[src/design/ple_pkg.sv]
// ----------------------------------------------------------------------------
// ple_pkg: shared definitions for the positional list engine
// Field widths, command and status codes, and the decoded command record
// that travels from the front end to the back end.
// ----------------------------------------------------------------------------
package ple_pkg;

    localparam int CAPACITY_DEF    = 16;
    localparam int CAPACITY_MAX    = 64;
    localparam int QUEUE_DEPTH_DEF = 4;

    localparam int CMD_W    = 3;
    localparam int VALUE_W  = 32;
    localparam int POS_W    = 5;
    localparam int STATUS_W = 2;
    localparam int LENGTH_W = 5;

    // Widths of the command record, sized for the largest supported list.
    localparam int IDX_MAX_W = $clog2(CAPACITY_MAX);
    localparam int LEN_MAX_W = $clog2(CAPACITY_MAX + 1);

    localparam logic [CMD_W-1:0] CMD_HEAD_INS = 3'd0;
    localparam logic [CMD_W-1:0] CMD_TAIL_INS = 3'd1;
    localparam logic [CMD_W-1:0] CMD_POS_INS  = 3'd2;
    localparam logic [CMD_W-1:0] CMD_HEAD_DEL = 3'd3;
    localparam logic [CMD_W-1:0] CMD_TAIL_DEL = 3'd4;
    localparam logic [CMD_W-1:0] CMD_POS_DEL  = 3'd5;
    localparam logic [CMD_W-1:0] CMD_READ_OUT = 3'd6;

    localparam logic [STATUS_W-1:0] ST_OK     = 2'd0;
    localparam logic [STATUS_W-1:0] ST_EMPTY  = 2'd1;
    localparam logic [STATUS_W-1:0] ST_BADPOS = 2'd2;
    localparam logic [STATUS_W-1:0] ST_FULL   = 2'd3;

    typedef enum logic [1:0] {
        OP_INSERT,
        OP_DELETE,
        OP_REPORT,
        OP_READ
    } op_t;

    typedef struct packed {
        op_t                         op;
        logic [IDX_MAX_W-1:0]        idx;
        logic signed [VALUE_W-1:0]   value;
        logic [STATUS_W-1:0]         status;
        logic [LEN_MAX_W-1:0]        len;
    } cmd_rec_t;

endpackage

[src/design/ple_front.sv]
// ----------------------------------------------------------------------------
// ple_front: command classifier
// Decides the status and target index of each command against a running
// copy of the list length, so that the back end does no checks of its own.
// ----------------------------------------------------------------------------
module ple_front #(
    parameter int CAPACITY = ple_pkg::CAPACITY_DEF
) (
    input  logic                               clk,
    input  logic                               rst_n,
    input  logic                               accept,
    input  logic [ple_pkg::CMD_W-1:0]          command,
    input  logic signed [ple_pkg::VALUE_W-1:0] item_value,
    input  logic [ple_pkg::POS_W-1:0]          position,
    output logic                               push,
    output ple_pkg::cmd_rec_t                  rec
);

    localparam int CW = $clog2(CAPACITY + 1);
    localparam int MW = (CW > ple_pkg::POS_W) ? CW : ple_pkg::POS_W;

    logic [CW-1:0] count_reg;
    logic [CW-1:0] count_next;
    logic [MW-1:0] c_ext;
    logic [MW-1:0] p_ext;
    logic [MW-1:0] p_minus;
    logic          full;
    logic          empty;

    assign c_ext   = MW'(count_reg);
    assign p_ext   = MW'(position);
    assign p_minus = p_ext - 1'b1;
    assign full    = (count_reg == CW'(CAPACITY));
    assign empty   = (count_reg == '0);

    always_comb
    begin
        count_next = count_reg;
        push       = accept;
        rec.op     = ple_pkg::OP_REPORT;
        rec.idx    = '0;
        rec.value  = item_value;
        rec.status = ple_pkg::ST_OK;
        unique case (command)
            ple_pkg::CMD_HEAD_INS:
            begin
                if (full)
                    rec.status = ple_pkg::ST_FULL;
                else
                begin
                    rec.op     = ple_pkg::OP_INSERT;
                    count_next = count_reg + 1'b1;
                end
            end
            ple_pkg::CMD_TAIL_INS:
            begin
                if (full)
                    rec.status = ple_pkg::ST_FULL;
                else
                begin
                    rec.op     = ple_pkg::OP_INSERT;
                    rec.idx    = ple_pkg::IDX_MAX_W'(count_reg);
                    count_next = count_reg + 1'b1;
                end
            end
            ple_pkg::CMD_POS_INS:
            begin
                if (full)
                    rec.status = ple_pkg::ST_FULL;
                else if (p_ext == '0 || p_minus > c_ext)
                    rec.status = ple_pkg::ST_BADPOS;
                else
                begin
                    rec.op     = ple_pkg::OP_INSERT;
                    rec.idx    = ple_pkg::IDX_MAX_W'(p_minus);
                    count_next = count_reg + 1'b1;
                end
            end
            ple_pkg::CMD_HEAD_DEL:
            begin
                if (empty)
                    rec.status = ple_pkg::ST_EMPTY;
                else
                begin
                    rec.op     = ple_pkg::OP_DELETE;
                    count_next = count_reg - 1'b1;
                end
            end
            ple_pkg::CMD_TAIL_DEL:
            begin
                if (empty)
                    rec.status = ple_pkg::ST_EMPTY;
                else
                begin
                    rec.op     = ple_pkg::OP_DELETE;
                    rec.idx    = ple_pkg::IDX_MAX_W'(count_reg - 1'b1);
                    count_next = count_reg - 1'b1;
                end
            end
            ple_pkg::CMD_POS_DEL:
            begin
                if (empty)
                    rec.status = ple_pkg::ST_EMPTY;
                else if (p_ext == '0 || p_ext > c_ext)
                    rec.status = ple_pkg::ST_BADPOS;
                else
                begin
                    rec.op     = ple_pkg::OP_DELETE;
                    rec.idx    = ple_pkg::IDX_MAX_W'(p_minus);
                    count_next = count_reg - 1'b1;
                end
            end
            ple_pkg::CMD_READ_OUT:
            begin
                if (empty)
                    rec.status = ple_pkg::ST_EMPTY;
                else
                    rec.op = ple_pkg::OP_READ;
            end
            default:
            begin
                // The unused code is dropped without a result.
                push = 1'b0;
            end
        endcase
        rec.len = ple_pkg::LEN_MAX_W'(count_next);
    end

    always_ff @(posedge clk or negedge rst_n)
    begin
        if (!rst_n)
            count_reg <= '0;
        else if (push)
            count_reg <= count_next;
    end

endmodule

[src/design/ple_queue.sv]
// ----------------------------------------------------------------------------
// ple_queue: command queue
// Small first-in first-out buffer of classified commands between the
// front end and the back end.
// ----------------------------------------------------------------------------
module ple_queue #(
    parameter int DEPTH = ple_pkg::QUEUE_DEPTH_DEF
) (
    input  logic              clk,
    input  logic              rst_n,
    input  logic              push,
    input  ple_pkg::cmd_rec_t din,
    output logic              full,
    input  logic              pop,
    output logic              valid,
    output ple_pkg::cmd_rec_t dout
);

    localparam int PW = (DEPTH > 1) ? $clog2(DEPTH) : 1;
    localparam int NW = $clog2(DEPTH + 1);

    ple_pkg::cmd_rec_t slot_reg [DEPTH];
    logic [PW-1:0]     wr_ptr_reg;
    logic [PW-1:0]     rd_ptr_reg;
    logic [NW-1:0]     fill_reg;
    logic              do_push;
    logic              do_pop;

    assign full    = (fill_reg == NW'(DEPTH));
    assign valid   = (fill_reg != '0);
    assign dout    = slot_reg[rd_ptr_reg];
    assign do_push = push && !full;
    assign do_pop  = pop && valid;

    always_ff @(posedge clk or negedge rst_n)
    begin
        if (!rst_n)
        begin
            wr_ptr_reg <= '0;
            rd_ptr_reg <= '0;
            fill_reg   <= '0;
        end
        else
        begin
            if (do_push)
                wr_ptr_reg <= (wr_ptr_reg == PW'(DEPTH - 1)) ? '0 : wr_ptr_reg + 1'b1;
            if (do_pop)
                rd_ptr_reg <= (rd_ptr_reg == PW'(DEPTH - 1)) ? '0 : rd_ptr_reg + 1'b1;
            if (do_push && !do_pop)
                fill_reg <= fill_reg + 1'b1;
            else if (do_pop && !do_push)
                fill_reg <= fill_reg - 1'b1;
        end
    end

    always_ff @(posedge clk)
    begin
        if (do_push)
            slot_reg[wr_ptr_reg] <= din;
    end

endmodule

[src/design/ple_back.sv]
// ----------------------------------------------------------------------------
// ple_back: list storage and result sequencer
// Holds the list in a row of cells that shift as one for inserts and
// deletes, and rotates the row to stream it out during a read-out.
// ----------------------------------------------------------------------------
module ple_back #(
    parameter int CAPACITY = ple_pkg::CAPACITY_DEF
) (
    input  logic                                clk,
    input  logic                                rst_n,
    input  logic                                q_valid,
    input  ple_pkg::cmd_rec_t                   head,
    output logic                                q_pop,
    output logic                                out_valid,
    input  logic                                out_stall,
    output logic signed [ple_pkg::VALUE_W-1:0]  out_value,
    output logic [ple_pkg::STATUS_W-1:0]        status,
    output logic [ple_pkg::LENGTH_W-1:0]        list_length,
    output logic                                last
);

    localparam int CW = $clog2(CAPACITY + 1);
    localparam int IW = $clog2(CAPACITY);

    typedef enum logic [0:0] {
        BK_IDLE,
        BK_READ
    } state_t;

    typedef enum logic [1:0] {
        SH_NONE,
        SH_INS,
        SH_DEL,
        SH_ROT
    } shift_t;

    state_t                              state_reg, state_next;
    logic [CW-1:0]                       rd_len_reg, rd_len_next;
    logic [CW-1:0]                       rd_cnt_reg, rd_cnt_next;
    logic                                out_valid_reg, out_valid_next;
    logic signed [ple_pkg::VALUE_W-1:0]  out_value_reg, out_value_next;
    logic [ple_pkg::STATUS_W-1:0]        status_reg, status_next;
    logic [ple_pkg::LENGTH_W-1:0]        length_reg, length_next;
    logic                                last_reg, last_next;

    logic signed [ple_pkg::VALUE_W-1:0]  cells_reg [CAPACITY];
    logic signed [ple_pkg::VALUE_W-1:0]  cells_next [CAPACITY];

    shift_t        sh_op;
    logic [IW-1:0] sh_idx;
    logic [CW-1:0] head_len;
    logic [CW-1:0] rot_len;
    logic [IW-1:0] rot_end;
    logic          can_load;

    assign head_len = CW'(head.len);
    assign sh_idx   = IW'(head.idx);
    assign rot_len  = (state_reg == BK_READ) ? rd_len_reg : head_len;
    assign rot_end  = IW'(rot_len - 1'b1);
    assign can_load = !out_valid_reg || !out_stall;

    always_comb
    begin
        state_next     = state_reg;
        rd_len_next    = rd_len_reg;
        rd_cnt_next    = rd_cnt_reg;
        out_valid_next = out_valid_reg;
        out_value_next = out_value_reg;
        status_next    = status_reg;
        length_next    = length_reg;
        last_next      = last_reg;
        q_pop          = 1'b0;
        sh_op          = SH_NONE;
        if (can_load)
            out_valid_next = 1'b0;
        unique case (state_reg)
            BK_IDLE:
            begin
                if (q_valid && can_load)
                begin
                    q_pop          = 1'b1;
                    out_valid_next = 1'b1;
                    out_value_next = '0;
                    status_next    = head.status;
                    length_next    = ple_pkg::LENGTH_W'(head_len);
                    last_next      = 1'b1;
                    unique case (head.op)
                        ple_pkg::OP_INSERT: sh_op = SH_INS;
                        ple_pkg::OP_DELETE: sh_op = SH_DEL;
                        ple_pkg::OP_REPORT: sh_op = SH_NONE;
                        ple_pkg::OP_READ:
                        begin
                            out_value_next = cells_reg[0];
                            sh_op          = SH_ROT;
                            if (head_len != CW'(1))
                            begin
                                last_next   = 1'b0;
                                state_next  = BK_READ;
                                rd_cnt_next = CW'(1);
                                rd_len_next = head_len;
                            end
                        end
                        default: sh_op = SH_NONE;
                    endcase
                end
            end
            BK_READ:
            begin
                if (can_load)
                begin
                    out_valid_next = 1'b1;
                    out_value_next = cells_reg[0];
                    status_next    = ple_pkg::ST_OK;
                    length_next    = ple_pkg::LENGTH_W'(rd_len_reg);
                    last_next      = (CW'(rd_cnt_reg + 1'b1) == rd_len_reg);
                    sh_op          = SH_ROT;
                    rd_cnt_next    = rd_cnt_reg + 1'b1;
                    if (CW'(rd_cnt_reg + 1'b1) == rd_len_reg)
                        state_next = BK_IDLE;
                end
            end
            default: state_next = BK_IDLE;
        endcase
    end

    // After a full rotation of the occupied cells the list is back in order.
    always_comb
    begin
        for (int i = 0; i < CAPACITY; i++)
        begin
            cells_next[i] = cells_reg[i];
            unique case (sh_op)
                SH_INS:
                begin
                    if (IW'(i) == sh_idx)
                        cells_next[i] = head.value;
                    else if (i > 0 && IW'(i) > sh_idx)
                        cells_next[i] = cells_reg[(i > 0) ? i - 1 : 0];
                end
                SH_DEL:
                begin
                    if (i < CAPACITY - 1 && IW'(i) >= sh_idx)
                        cells_next[i] = cells_reg[(i < CAPACITY - 1) ? i + 1 : i];
                end
                SH_ROT:
                begin
                    if (IW'(i) == rot_end)
                        cells_next[i] = cells_reg[0];
                    else if (i < CAPACITY - 1 && IW'(i) < rot_end)
                        cells_next[i] = cells_reg[(i < CAPACITY - 1) ? i + 1 : i];
                end
                default: cells_next[i] = cells_reg[i];
            endcase
        end
    end

    always_ff @(posedge clk)
    begin
        for (int i = 0; i < CAPACITY; i++)
            cells_reg[i] <= cells_next[i];
    end

    always_ff @(posedge clk or negedge rst_n)
    begin
        if (!rst_n)
        begin
            state_reg     <= BK_IDLE;
            rd_len_reg    <= '0;
            rd_cnt_reg    <= '0;
            out_valid_reg <= 1'b0;
            out_value_reg <= '0;
            status_reg    <= ple_pkg::ST_OK;
            length_reg    <= '0;
            last_reg      <= 1'b0;
        end
        else
        begin
            state_reg     <= state_next;
            rd_len_reg    <= rd_len_next;
            rd_cnt_reg    <= rd_cnt_next;
            out_valid_reg <= out_valid_next;
            out_value_reg <= out_value_next;
            status_reg    <= status_next;
            length_reg    <= length_next;
            last_reg      <= last_next;
        end
    end

    assign out_valid   = out_valid_reg;
    assign out_value   = out_value_reg;
    assign status      = status_reg;
    assign list_length = length_reg;
    assign last        = last_reg;

endmodule

[src/design/positional_list_engine_unit.sv]
// ----------------------------------------------------------------------------
// positional_list_engine_unit: ordered list of signed values edited by position
// Front end classifies commands, a short queue decouples it from the back
// end, which shifts the list cells and streams results.
// ----------------------------------------------------------------------------
//
//  Channel   Handshake            Fields
//  input     in_valid / in_stall  command, item_value, position
//  output    out_valid/ out_stall out_value, status, list_length, last
//
// A command is classified in the cycle it transfers and enters the queue.
// An edit, a refused command or an empty read-out gives one result; a
// read-out of N entries gives N results, one value per cycle while
// out_stall is low, as the cell row rotates through the output register.
// Input stalls only while the command queue is full.
// Reset clears the length, the queue and the output register; no clearing
// pass is needed since cells beyond the length are never read.
//
module positional_list_engine_unit #(
    parameter int CAPACITY    = ple_pkg::CAPACITY_DEF,
    parameter int QUEUE_DEPTH = ple_pkg::QUEUE_DEPTH_DEF
) (
    input  logic                                clk,
    input  logic                                rst_n,
    input  logic                                in_valid,
    output logic                                in_stall,
    input  logic [ple_pkg::CMD_W-1:0]           command,
    input  logic signed [ple_pkg::VALUE_W-1:0]  item_value,
    input  logic [ple_pkg::POS_W-1:0]           position,
    output logic                                out_valid,
    input  logic                                out_stall,
    output logic signed [ple_pkg::VALUE_W-1:0]  out_value,
    output logic [ple_pkg::STATUS_W-1:0]        status,
    output logic [ple_pkg::LENGTH_W-1:0]        list_length,
    output logic                                last
);

    logic              accept;
    logic              push;
    logic              q_full;
    logic              q_valid;
    logic              q_pop;
    ple_pkg::cmd_rec_t rec_in;
    ple_pkg::cmd_rec_t rec_head;

    assign in_stall = q_full;
    assign accept   = in_valid && !q_full;

    ple_front #(
        .CAPACITY (CAPACITY)
    ) u_front (
        .clk        (clk),
        .rst_n      (rst_n),
        .accept     (accept),
        .command    (command),
        .item_value (item_value),
        .position   (position),
        .push       (push),
        .rec        (rec_in)
    );

    ple_queue #(
        .DEPTH (QUEUE_DEPTH)
    ) u_queue (
        .clk   (clk),
        .rst_n (rst_n),
        .push  (push),
        .din   (rec_in),
        .full  (q_full),
        .pop   (q_pop),
        .valid (q_valid),
        .dout  (rec_head)
    );

    ple_back #(
        .CAPACITY (CAPACITY)
    ) u_back (
        .clk         (clk),
        .rst_n       (rst_n),
        .q_valid     (q_valid),
        .head        (rec_head),
        .q_pop       (q_pop),
        .out_valid   (out_valid),
        .out_stall   (out_stall),
        .out_value   (out_value),
        .status      (status),
        .list_length (list_length),
        .last        (last)
    );

`ifndef ASSERT_OFF
    // The back end only takes a command that the queue holds.
    a_pop_valid: assert property (@(posedge clk) disable iff (!rst_n)
        q_pop |-> q_valid)
        else $error("back end popped an empty queue");

    // Refused commands and empty read-outs give a single result.
    a_error_last: assert property (@(posedge clk) disable iff (!rst_n)
        out_valid && (status != ple_pkg::ST_OK) |-> last)
        else $error("error status on a result that is not the last");

    a_empty_len: assert property (@(posedge clk) disable iff (!rst_n)
        out_valid && (status == ple_pkg::ST_EMPTY) |-> (list_length == '0))
        else $error("empty status with a nonzero length");

    a_full_len: assert property (@(posedge clk) disable iff (!rst_n)
        out_valid && (status == ple_pkg::ST_FULL)
            |-> (list_length == ple_pkg::LENGTH_W'(CAPACITY)))
        else $error("full status while the list is not full");
`endif

endmodule
[config.mk]
export PLATFORM = sky130hd
export DESIGN_NAME = positional_list_engine_unit
export DESIGN_NICKNAME = d
export VERILOG_FILES = /design/src/design/ple_pkg.sv /design/src/design/ple_front.sv /design/src/design/ple_queue.sv /design/src/design/ple_back.sv /design/src/design/positional_list_engine_unit.sv
export SDC_FILE = /design/constraint.sdc
export NUM_CORES = 2
export LEC_CHECK = 0
export BUFFER_PORTS_ARGS = -buffer_cell sky130_fd_sc_hd__buf_2
export CORE_MARGIN = 2
export CORE_UTILIZATION = 52
export DETAILED_ROUTE_END_ITERATION = 12
export GPL_TIMING_DRIVEN = 0
export HOLD_SLACK_MARGIN = 0.12
export PLACE_DENSITY = 0.76
export SETUP_SLACK_MARGIN = 0.2
export SLEW_MARGIN = 10
export SYNTH_ARGS = -nofsm -noshare
export SYNTH_HDL_FRONTEND = slang
export SYNTH_HIERARCHICAL = 1
export SYNTH_SLANG_ARGS = --single-unit
[constraint.sdc]
create_clock -name clk -period 6.68 [get_ports clk]
set_clock_uncertainty 0.1 [all_clocks]
set_input_delay 0.668 -clock clk [delete_from_list [all_inputs] [get_ports clk]]
set_output_delay 0.668 -clock clk [all_outputs]
set_load 0.01 [all_outputs]
==> impl_metrics.toml <==
[run_status]
status = "complete, no violations"

[sta]
slew_viol_final = 0
slew-limit-headroom = 0.0332
grt_setup_unrepaired = "no"
worstMarginPinSlew_ns = 1.44
period_share = 0.882
setup_viol = 0
finalCriticalPeriod_ns = 5.89
fmax_mhz = 170
finalHoldViolations = 0

[clocking]
cts_tree = "built"
cts.path.max_buffers = 3
clock_sinks = 756
clk_pin_slew_ns = 0.06
hold_buffers = 22
ctsResizeCount = 0
cts_setup_buffers = 0
clk_latency_ns = 0.63
htree_levels = 3
cts_buffers = 82
clock-root-buffer = "clkbuf_16"

[die]
start_util = 0.522
placement_rows = 103
pin_count = 86
die_area_um2 = 81200
coreArea_um2 = 78600
die_y_um = 285
die_w_um = 285

[setup_path]
cp.arrival_ns = 6.11
start_kind = "flop"
crit_required_ns = 6.90
critPathKind = "reg -> reg"
crit_path_max_fanout = 10
end_kind = "flop"

[placement]
dp_cells = 4518
place_congestion = 1.05
dp_hpwl_um = 124000
port_buffers = 52

[run]
maxCapViolations = 0

[detailed_routing]
ant_nets = 0
totalWireLength_um = 162000
dr.pass1.iters = 7
vias = 33717
wl_per_cell_um = 34.6
viasPerCell = 7.19
drc = 0
first_iter_violations = 6250

[worst_hold_path]
hold_class = "in -> reg"

[global_routing]
antenna_found_initial = 2
overflow = 0
grt_pass1_wl_um = 228000
grt_max_degree = 56
grt_pass1_vias = 31682
grtUsageTotal = 0.390

[yosys]
syn_inst = 3387
syn_avg_cell_area_um2 = 12.1
synth_nets = 3461
yosys_warnings = 6
syn_area_um2 = 41000

[cells_and_area]
layout.cells.non_filler = 4688
area_growth_pct = 12.5
final_nets = 3648
final_layout_size_suffix_gt1_frac = 0.119
insertedDiodeCount = 0
largest_register_ffs = 512
==> area by class of cell <==
class | count | area, µm²
clock buffer | 108 | 2270
clock inverter | 40 | 344
inverter | 58 | 220
multi-input combinational | 2157 | 16700
buffer | 416 | 1890
timing repair buffer | 103 | 1030
fill | 6450 | 32400
tap | 1050 | 1310
sequential | 756 | 22400
==> layout by cell type, fill, tap and decap left out, drive strengths merged, types with 8 or more instances in the layout <==
cell type and count:
edfxtp 692, mux2i 454, o221ai 418, clkbuf 397
nand2 335, nand3 310, buf 208, o21ai 146
o211ai 70, a21o 66, dfrtp 64, inv 59
mux4 45, a32oi 32, nor2 31, a21oi 30
ha 29, clkinv 28, dlygate4sd3 22, nor3 16
xnor2 13, and2 12, mux2 10, nand2b 8
==> layer usage <==
metal	global-route usage	wire, µm	vias up
met3	0.124	25300	534
met2	0.559	67700	3164
li1	-	-	13828
met1	0.535	59700	16191
met5	0	0	-
met4	0.194	9560	0
==> critical path, cell delays in order, from the launching register on <==
cell	delay, ns
dfrtp_1	0.34
clkbuf_1	0.22
buf_2	0.32
mux4_2	0.27
clkbuf_1	0.40
mux2i_1	0.33
inv_1	0.12
ha_1	0.23
inv_1	0.08
a211oi_2	1.07
nand4_1	1.12
clkbuf_1	0.60
nand3_1	0.21
o221ai_1	0.14
==> per-stage QoR <==
step | utilization | area, µm² | TNS (ns) | hold slack, ns | setup WS [ns]
floorplan | - | 41000 | 0 | 0.272 | 0.534
global placement | 0.542 | 42600 | -308.04 | 0.359 | -2.36
detailed placement | 0.551 | 43300 | 0 | 0.366 | 1.06
CTS | 0.587 | 46200 | 0 | 0.121 | 1.04
global route | 0.587 | 46200 | 0 | 0.129 | 0.695
finish | 0.587 | 46200 | 0 | 0.137 | 0.789
==> path summary, 6_finish.rpt <==
path,start,end,slack (ns),depth (start not counted)
worst min register to register,u_back/out_value[20]$_DFFE_PN0P_,u_back/out_value[20]$_DFFE_PN0P_,0.37,2
worst max-delay path,u_queue/rd_ptr_reg[1]$_DFFE_PN0P_,u_back/cells_reg[0][199]$_DFFE_PP_,0.79,13
worst max register to register,u_queue/rd_ptr_reg[1]$_DFFE_PN0P_,u_back/cells_reg[0][199]$_DFFE_PP_,0.79,13
min in group asynchronous,rst_n,u_front/c_ext[3]$_DFFE_PN0P_,0.34,2
max in group asynchronous,rst_n,u_back/out_value[6]$_DFFE_PN0P_,5.57,3
worst min-delay path,item_value[10],u_queue/slot_reg[2][19]$_DFFE_PP_,0.14,1
Power is left out: the tool's default activity adds up to more than one toggle a clock period on the data nets, which glitch-free logic cannot reach.
